===== config.mk =====
export PLATFORM = sky130hd
export DESIGN_NAME = sync_word_length_prefixed_deframer
export DESIGN_NICKNAME = d
export VERILOG_FILES = /design/src/hdl/sdf_pkg.sv /design/src/hdl/sync_word_length_prefixed_deframer.sv /design/src/hdl/sdf_ram.sv /design/src/hdl/sdf_ctrl.sv /design/src/hdl/sdf_datapath.sv
export SDC_FILE = /design/constraint.sdc
export NUM_CORES = 1
export LEC_CHECK = 0
export BUFFER_PORTS_ARGS = -buffer_cell sky130_fd_sc_hd__buf_2
export CAP_MARGIN = 15
export CORE_MARGIN = 1
export CORE_UTILIZATION = 65
export CTS_BUF_LIST = sky130_fd_sc_hd__clkbuf_8
export DETAILED_ROUTE_END_ITERATION = 12
export GPL_TIMING_DRIVEN = 0
export MAX_ROUTING_LAYER = met4
export PLACE_DENSITY = 0.82
export SYNTH_ARGS = -nofsm -noshare
export SYNTH_HDL_FRONTEND = slang
export SYNTH_SLANG_ARGS = --single-unit

===== constraint.sdc =====
create_clock -name clk -period 7.16 [get_ports clk]
set_input_delay 1.432 -clock clk [delete_from_list [all_inputs] [get_ports clk]]
set_output_delay 1.432 -clock clk [all_outputs]
set_load 0.005 [all_outputs]

===== src/hdl/sdf_pkg.sv =====
// Shared types, constants and helpers for the sync word deframer.
`default_nettype none

package sdf_pkg;

  localparam int unsigned MAX_VALUES_DEF = 32;

  localparam logic [31:0] SYNC_DATA   = 32'hCAFED00D;
  localparam logic [31:0] SYNC_CONFIG = 32'hCAFEDECA;
  localparam logic [31:0] SYNC_DESCR  = 32'hDEADBEEF;

  localparam logic [1:0] KIND_SAMPLE = 2'd0;
  localparam logic [1:0] KIND_CFG    = 2'd1;
  localparam logic [1:0] KIND_DSC    = 2'd2;

  typedef enum logic [2:0] {
    M_HUNT     = 3'd0,
    M_DATA_LEN = 3'd1,
    M_DATA_PAY = 3'd2,
    M_CFG_LEN  = 3'd3,
    M_CFG_PAY  = 3'd4,
    M_DSC_LEN  = 3'd5,
    M_DSC_PAY  = 3'd6
  } mode_t;

  typedef enum logic [1:0] {
    SEQ_RUN = 2'd0,
    SEQ_RD  = 2'd1,
    SEQ_LD  = 2'd2
  } seq_t;

  typedef enum logic [2:0] {
    HIT_MISS      = 3'd0,
    HIT_STEP_DATA = 3'd1,
    HIT_STEP_CFG  = 3'd2,
    HIT_STEP_DSC  = 3'd3,
    HIT_DATA      = 3'd4,
    HIT_CFG       = 3'd5,
    HIT_DSC       = 3'd6
  } hit_t;

  typedef struct packed {
    logic  take;
    mode_t mode;
    logic  emit_rd;
    logic  emit_ld;
  } cmd_t;

  typedef struct packed {
    hit_t hit;
    logic len_done;
    logic len_zero;
    logic len_big;
    logic pay_end;
    logic pend_run;
    logic emit_last;
    logic out_free;
  } sts_t;

  function automatic logic [7:0] sync_byte(input logic [31:0] word, input logic [1:0] idx);
    sync_byte = 8'(word >> {idx, 3'b000});
  endfunction

endpackage

`default_nettype wire


===== src/hdl/sync_word_length_prefixed_deframer.sv =====
// Top level of the sync word, length prefixed frame deframer.
`default_nettype none

// Takes one received byte per transfer and hunts for three little-endian sync
// words (data 0xCAFED00D, config 0xCAFEDECA, description 0xDEADBEEF), each
// followed by a 4-byte little-endian length and the payload. Config and
// description payload bytes leave as they arrive (tuser 1 or 2, tlast on the
// final byte). A data payload of up to MAX_VALUES words is kept in a RAM and
// sent out as a run of 32-bit words (tuser 0, tlast on the final word) when
// the next sync word completes, unless a stray byte comes first. A byte is
// accepted whenever no sample is being read out and the output register is
// free or being drained. A released sample pauses input while each word is read
// from the registered RAM and then loaded into the output register once free.
module sync_word_length_prefixed_deframer #(
  parameter int unsigned MAX_VALUES = sdf_pkg::MAX_VALUES_DEF
) (
  input  wire logic        clk,
  input  wire logic        rst,
  input  wire logic        s_axis_tvalid,
  output logic             s_axis_tready,
  input  wire logic [7:0]  s_axis_tdata,  // [7:0] in_byte
  output logic             m_axis_tvalid,
  input  wire logic        m_axis_tready,
  output logic [31:0]      m_axis_tdata,  // [31:0] payload
  output logic [1:0]       m_axis_tuser,  // [1:0] kind
  output logic             m_axis_tlast
);
  import sdf_pkg::*;

  cmd_t cmd;
  sts_t sts;

  sdf_ctrl u_ctrl (
    .clk     (clk),
    .rst     (rst),
    .in_valid(s_axis_tvalid),
    .in_ready(s_axis_tready),
    .sts     (sts),
    .cmd     (cmd)
  );

  sdf_datapath #(
    .MAX_VALUES(MAX_VALUES)
  ) u_dp (
    .clk      (clk),
    .rst      (rst),
    .in_byte  (s_axis_tdata),
    .cmd      (cmd),
    .sts      (sts),
    .out_valid(m_axis_tvalid),
    .out_ready(m_axis_tready),
    .out_kind (m_axis_tuser),
    .out_data (m_axis_tdata),
    .out_last (m_axis_tlast)
  );

endmodule

`default_nettype wire


===== src/hdl/sdf_ram.sv =====
// Generic single-port-write, registered-read RAM.
`default_nettype none

module sdf_ram #(
  parameter int unsigned WIDTH = 32,
  parameter int unsigned DEPTH = 32,
  localparam int unsigned AW = (DEPTH > 1) ? $clog2(DEPTH) : 1
) (
  input  wire logic             clk,
  input  wire logic             wr_en,
  input  wire logic [AW-1:0]    wr_addr,
  input  wire logic [WIDTH-1:0] wr_data,
  input  wire logic             rd_en,
  input  wire logic [AW-1:0]    rd_addr,
  output logic      [WIDTH-1:0] rd_data
);

  logic [WIDTH-1:0] mem [DEPTH];

  always_ff @(posedge clk) begin
    if (wr_en) begin
      mem[wr_addr] <= wr_data;
    end
    if (rd_en) begin
      rd_data <= mem[rd_addr];
    end
  end

endmodule

`default_nettype wire


===== src/hdl/sdf_ctrl.sv =====
// Controller: frame mode state machine and sample readout sequencer.
`default_nettype none

module sdf_ctrl (
  input  wire logic          clk,
  input  wire logic          rst,
  input  wire logic          in_valid,
  output logic               in_ready,
  input  wire sdf_pkg::sts_t sts,
  output sdf_pkg::cmd_t      cmd
);
  import sdf_pkg::*;

  mode_t mode, mode_next;
  seq_t  seq, seq_next;
  logic  take;

  always_ff @(posedge clk) begin
    if (rst) begin
      mode <= M_HUNT;
      seq  <= SEQ_RUN;
    end else begin
      mode <= mode_next;
      seq  <= seq_next;
    end
  end

  always_comb begin
    in_ready    = (seq == SEQ_RUN) && sts.out_free;
    take        = in_valid && in_ready;
    mode_next   = mode;
    seq_next    = seq;
    cmd.take    = take;
    cmd.mode    = mode;
    cmd.emit_rd = 1'b0;
    cmd.emit_ld = 1'b0;

    case (seq)
      SEQ_RD: begin
        cmd.emit_rd = 1'b1;
        seq_next    = SEQ_LD;
      end
      SEQ_LD: begin
        if (sts.out_free) begin
          cmd.emit_ld = 1'b1;
          seq_next    = sts.emit_last ? SEQ_RUN : SEQ_RD;
        end
      end
      default: begin
        seq_next = SEQ_RUN;
      end
    endcase

    if (take) begin
      case (mode)
        M_DATA_LEN: begin
          if (sts.len_done) begin
            mode_next = (sts.len_zero || sts.len_big) ? M_HUNT : M_DATA_PAY;
          end
        end
        M_CFG_LEN: begin
          if (sts.len_done) begin
            mode_next = sts.len_zero ? M_HUNT : M_CFG_PAY;
          end
        end
        M_DSC_LEN: begin
          if (sts.len_done) begin
            mode_next = sts.len_zero ? M_HUNT : M_DSC_PAY;
          end
        end
        M_DATA_PAY, M_CFG_PAY, M_DSC_PAY: begin
          if (sts.pay_end) begin
            mode_next = M_HUNT;
          end
        end
        default: begin
          case (sts.hit)
            HIT_DATA: mode_next = M_DATA_LEN;
            HIT_CFG:  mode_next = M_CFG_LEN;
            HIT_DSC:  mode_next = M_DSC_LEN;
            default:  mode_next = M_HUNT;
          endcase
          if ((sts.hit == HIT_DATA || sts.hit == HIT_CFG || sts.hit == HIT_DSC)
              && sts.pend_run) begin
            seq_next = SEQ_RD;
          end
        end
      endcase
    end
  end

endmodule

`default_nettype wire


===== src/hdl/sdf_datapath.sv =====
// Datapath: sync matchers, length and byte counters, sample store, output register.
`default_nettype none

module sdf_datapath #(
  parameter int unsigned MAX_VALUES = sdf_pkg::MAX_VALUES_DEF
) (
  input  wire logic          clk,
  input  wire logic          rst,
  input  wire logic [7:0]    in_byte,
  input  wire sdf_pkg::cmd_t cmd,
  output sdf_pkg::sts_t      sts,
  output logic               out_valid,
  input  wire logic          out_ready,
  output logic [1:0]         out_kind,
  output logic [31:0]        out_data,
  output logic               out_last
);
  import sdf_pkg::*;

  localparam int unsigned AW    = (MAX_VALUES > 1) ? $clog2(MAX_VALUES) : 1;
  localparam int unsigned WCW   = $clog2(MAX_VALUES + 1);
  localparam logic [31:0] LIMIT = 32'(4 * MAX_VALUES);

  logic [1:0]     dm, cm, xm;
  logic [31:0]    cnt;
  logic [31:0]    flen;
  logic [23:0]    asm_word;
  logic           pending;
  logic [WCW-1:0] words;
  logic [WCW-1:0] ridx;
  logic [31:0]    len_full;
  logic [31:0]    rd_data;
  logic           wr_en;
  logic           load_byte;
  hit_t           hit;

  always_comb begin
    if (in_byte == sync_byte(SYNC_DATA, dm)) begin
      hit = (dm == 2'd3) ? HIT_DATA : HIT_STEP_DATA;
    end else if (in_byte == sync_byte(SYNC_CONFIG, cm)) begin
      hit = (cm == 2'd3) ? HIT_CFG : HIT_STEP_CFG;
    end else if (in_byte == sync_byte(SYNC_DESCR, xm)) begin
      hit = (xm == 2'd3) ? HIT_DSC : HIT_STEP_DSC;
    end else begin
      hit = HIT_MISS;
    end
  end

  assign len_full  = {in_byte, flen[23:0]};
  assign wr_en     = cmd.take && (cmd.mode == M_DATA_PAY) && (cnt[1:0] == 2'd3);
  assign load_byte = cmd.take && (cmd.mode == M_CFG_PAY || cmd.mode == M_DSC_PAY);

  always_comb begin
    sts.hit       = hit;
    sts.len_done  = (cnt[1:0] == 2'd3);
    sts.len_zero  = (len_full == 32'd0);
    sts.len_big   = (len_full > LIMIT);
    sts.pay_end   = ((cnt + 32'd1) == flen);
    sts.pend_run  = pending && (words != '0);
    sts.emit_last = ((ridx + WCW'(1)) == words);
    sts.out_free  = !out_valid || out_ready;
  end

  sdf_ram #(
    .WIDTH(32),
    .DEPTH(MAX_VALUES)
  ) u_store (
    .clk    (clk),
    .wr_en  (wr_en),
    .wr_addr(cnt[AW+1:2]),
    .wr_data({in_byte, asm_word}),
    .rd_en  (cmd.emit_rd),
    .rd_addr(ridx[AW-1:0]),
    .rd_data(rd_data)
  );

  always_ff @(posedge clk) begin
    if (rst) begin
      dm      <= '0;
      cm      <= '0;
      xm      <= '0;
      cnt     <= '0;
      flen    <= '0;
      pending <= 1'b0;
      words   <= '0;
      ridx    <= '0;
    end else begin
      if (cmd.emit_ld) begin
        ridx <= ridx + WCW'(1);
      end
      if (cmd.take) begin
        case (cmd.mode)
          M_DATA_LEN, M_CFG_LEN, M_DSC_LEN: begin
            flen <= flen | (32'(in_byte) << {cnt[1:0], 3'b000});
            cnt  <= sts.len_done ? 32'd0 : cnt + 32'd1;
          end
          M_DATA_PAY: begin
            case (cnt[1:0])
              2'd0:    asm_word[7:0]   <= in_byte;
              2'd1:    asm_word[15:8]  <= in_byte;
              2'd2:    asm_word[23:16] <= in_byte;
              default: ;
            endcase
            if (sts.pay_end) begin
              cnt     <= '0;
              words   <= flen[WCW+1:2];
              pending <= 1'b1;
            end else begin
              cnt <= cnt + 32'd1;
            end
          end
          M_CFG_PAY, M_DSC_PAY: begin
            cnt <= sts.pay_end ? 32'd0 : cnt + 32'd1;
          end
          default: begin
            case (hit)
              HIT_STEP_DATA: dm <= dm + 2'd1;
              HIT_STEP_CFG:  cm <= cm + 2'd1;
              HIT_STEP_DSC:  xm <= xm + 2'd1;
              HIT_MISS: begin
                dm      <= '0;
                cm      <= '0;
                xm      <= '0;
                pending <= 1'b0;
              end
              default: begin
                dm      <= '0;
                cm      <= '0;
                xm      <= '0;
                cnt     <= '0;
                flen    <= '0;
                pending <= 1'b0;
                ridx    <= '0;
              end
            endcase
          end
        endcase
      end
    end
  end

  // output register
  always_ff @(posedge clk) begin
    if (rst) begin
      out_valid <= 1'b0;
    end else if (load_byte || cmd.emit_ld) begin
      out_valid <= 1'b1;
    end else if (out_ready) begin
      out_valid <= 1'b0;
    end
  end

  always_ff @(posedge clk) begin
    if (load_byte) begin
      out_kind <= (cmd.mode == M_CFG_PAY) ? KIND_CFG : KIND_DSC;
      out_data <= 32'(in_byte);
      out_last <= sts.pay_end;
    end else if (cmd.emit_ld) begin
      out_kind <= KIND_SAMPLE;
      out_data <= rd_data;
      out_last <= sts.emit_last;
    end
  end

endmodule

`default_nettype wire


==> results.cfg <==
[sta]
fin_skew_ns = 0.0478
fin_ws_ns = 2.15
fmax_mhz = 200
fin_crit_sh = 0.700
whs_ns = 0.479
rsz0062_at_grt = no
slew_violations = 0
setup_tns_ns = 0
finalCriticalPeriod_ns = 5.01
setup-violations-final = 0
finalHoldViolCount = 0
relSlewSlack = 0.104
worst_slew_pin_slew_ns = 1.34

[synthesis]
synthDistinctLibCells = 75
ys_ff_latch = 1204
synth.area.top_cells = edfxtp_1, mux4_2, dfxtp_1
synthCells = 2456
yosysMostFrequentCell = edfxtp_1
ys_async_sr_fraction = 0
syn_area_per_cell_um2 = 19.4
yosysSeqAreaShare = 0.734
synth-main-ff-cell = edfxtp_1
synth_common_cells = edfxtp_1, mux4_2, nand2_1
synth_edf_count = 1091
syn-cell-area_um2 = 47700
synth_top_cell_by_area = edfxtp_1
yosys.area.top_type_share = 0.686
yosysWarnings = 0
syn_nets = 2486

[detailed_routing]
wl_met2_mm = 67.1
ant_nets = 0
via_count = 27900
wl_met1_mm = 44.4
via_per_inst = 7.25
wl_per_cell_um = 35.9
highest_layer = met4
dr.pass1.iters = 6
routed_wl_mm = 138
drcViolationCount = 0
initialDrtViolationCount = 4654
met3_wirelength_mm = 18.5

[finish]
final_area_um2 = 53900
syn2layout_area_growth_pct = 13.0
nFillCells = 3722
fin_nets = 2777
final_util = 0.748
fin_cells = 3855
drive_gt1_frac = 0.265

[pwr]
pwr_density_cell_nw_per_um2 = 243
peakVddDrop_mv = 0.196
power.internal_mw = 10.3
leakage_nw = 16.9
switching_power_mw = 2.86
seq_power_share = 0.577
power_mw = 13.1
power_frac_comb = 0.006
swShare = 0.218
clkPwrFrac = 0.417

[cts]
numCtsBuffers = 180
clockBufferDepth = 3
clk_latency_ns = 0.88
hold_buffers = 0
clk_pin_slew_ns = 0.07
clkSinkCount = 1204
postCtsSetupBuffers = 0
h-tree-depth = 4
root_buffer = clkbuf_8
cts.repair.resized = 0
cts_tree = done

[worst_setup_path]
crit_path_max_fanout = 10
end_kind = flop
path_class = reg -> reg
crit_required_ns = 7.91
crit_arrival_ns = 5.76
start_kind = flop

[global_routing]
antenna_found_initial = 5
grt_pass1_wl_mm = 188
grt_overflow_total = 0
grt_max_degree = 40
track_usage = 0.377
grt_pass1_vias = 27300

[die]
rows = 98
die_w_um = 273
die_h_um = 273
coreArea_um2 = 72100
dieArea_um2 = 74500
initial_core_util = 0.662
io_pins = 49

[placed_design]
hpwl_mm = 83.5
pre_cts_ws_ns = 1.81
numPortBuffers = 47
dp_cells = 3500
place_area_um2 = 50200
place_congestion = 0.916

[min_path]
hp-class = reg -> reg

[job]
max_cap_violations = 0

[run_status]
outcome = finished clean
## layer usage
| metal | global-route usage | up-vias |
|---|---|---|
| met3 | 0.0881 | 588 |
| met1 | 0.465 | 13900 |
| met2 | 0.589 | 2763 |
| li1 | - | 10700 |
| met5 | - | - |
| met4 | 0.200 | 0 |
## power groups by stage
stage	Sequential, mW	Clock [mW]	Combinational, mW
finish	7.57	5.47	0.0770
global route	7.57	5.74	0.0776
floorplan	7.72	0	0.0259
global placement	7.72	0	0.0691
CTS	7.57	5.40	0.0731
detailed placement	7.72	0	0.0727
## layout by cell type (no fill, tap or decap), types with 25 or more instances in the layout
cell and count:
a21oi_1 64, buf_1 25, buf_2 62, clkbuf_1 104
clkbuf_8 197, clkinv_1 35, dfxtp_1 113, edfxtp_1 1091
inv_1 84, mux2_2 34, mux4_2 320, nand2_1 130
nand3_1 40, nand4_1 32, nor2_1 64, nor2_4 29
xnor2_1 45, xor2_1 26
## flip-flops by register name, summed over array words and instances (netlist names)
signal                count
u_dp.cm                   2
u_dp.xm                   2
u_dp.out_last             1
u_dp.u_store.rd_data     32
u_dp.dm                   2
u_dp.ridx                 6
u_dp.pending              1
u_dp.u_store.mem       1024
u_dp.out_kind             2
u_dp.words                6
u_dp.out_data            32
u_dp.asm_word            24
u_ctrl.mode               3
u_ctrl.seq                2
u_dp.flen                32
u_dp.cnt                 32
u_dp.out_valid            1
## critical path, cell delays in order (launching register included)
cell,delay [ns]
dfxtp_1,0.51
ha_1,0.41
nand3_1,0.29
nor4_2,0.91
nand4_1,0.29
xnor2_1,0.26
and4b_1,0.21
nand4_1,0.26
clkbuf_1,0.74
nand2_1,0.64
o21ai_0,0.38
## layout make-up
cell class,instances,area (um2),area share
flip-flops and latches,1204,35000,0.649
multi-input cells,1083,12300,0.228
clock buffers,197,2710,0.0503
repair buffers,109,1300,0.0241
well taps,950,1190,0.0220
clock inverters,137,758,0.0141
plain buffers,147,589,0.0109
inverters,22,82.6,0.00153
diodes,6,15.0,0.000278
## cells by family after synthesis
family / after synthesis / synth area share
xor+xnor: 71 / 0.0130
fa+ha+maj: 18 / 0.00472
compound gates: 179 / 0.0240
simple gates: 444 / 0.0477
mux: 371 / 0.163
buf+inv: 169 / 0.0141
flops: 1204 / 0.734
## path summary, 6_finish.rpt
check	to	startpoint	cells after the start	slack [ns]
setup reg to reg	u_dp.cnt[2]	u_dp.cnt[1]	10	2.15
setup / recovery	u_dp.cnt[2]	u_dp.cnt[1]	10	2.15
hold / removal	u_dp.out_data[16]	u_dp.out_data[16]	2	0.48
hold reg to reg	u_dp.out_data[16]	u_dp.out_data[16]	2	0.48
Note: power is estimated with default switching activity, not from simulation.
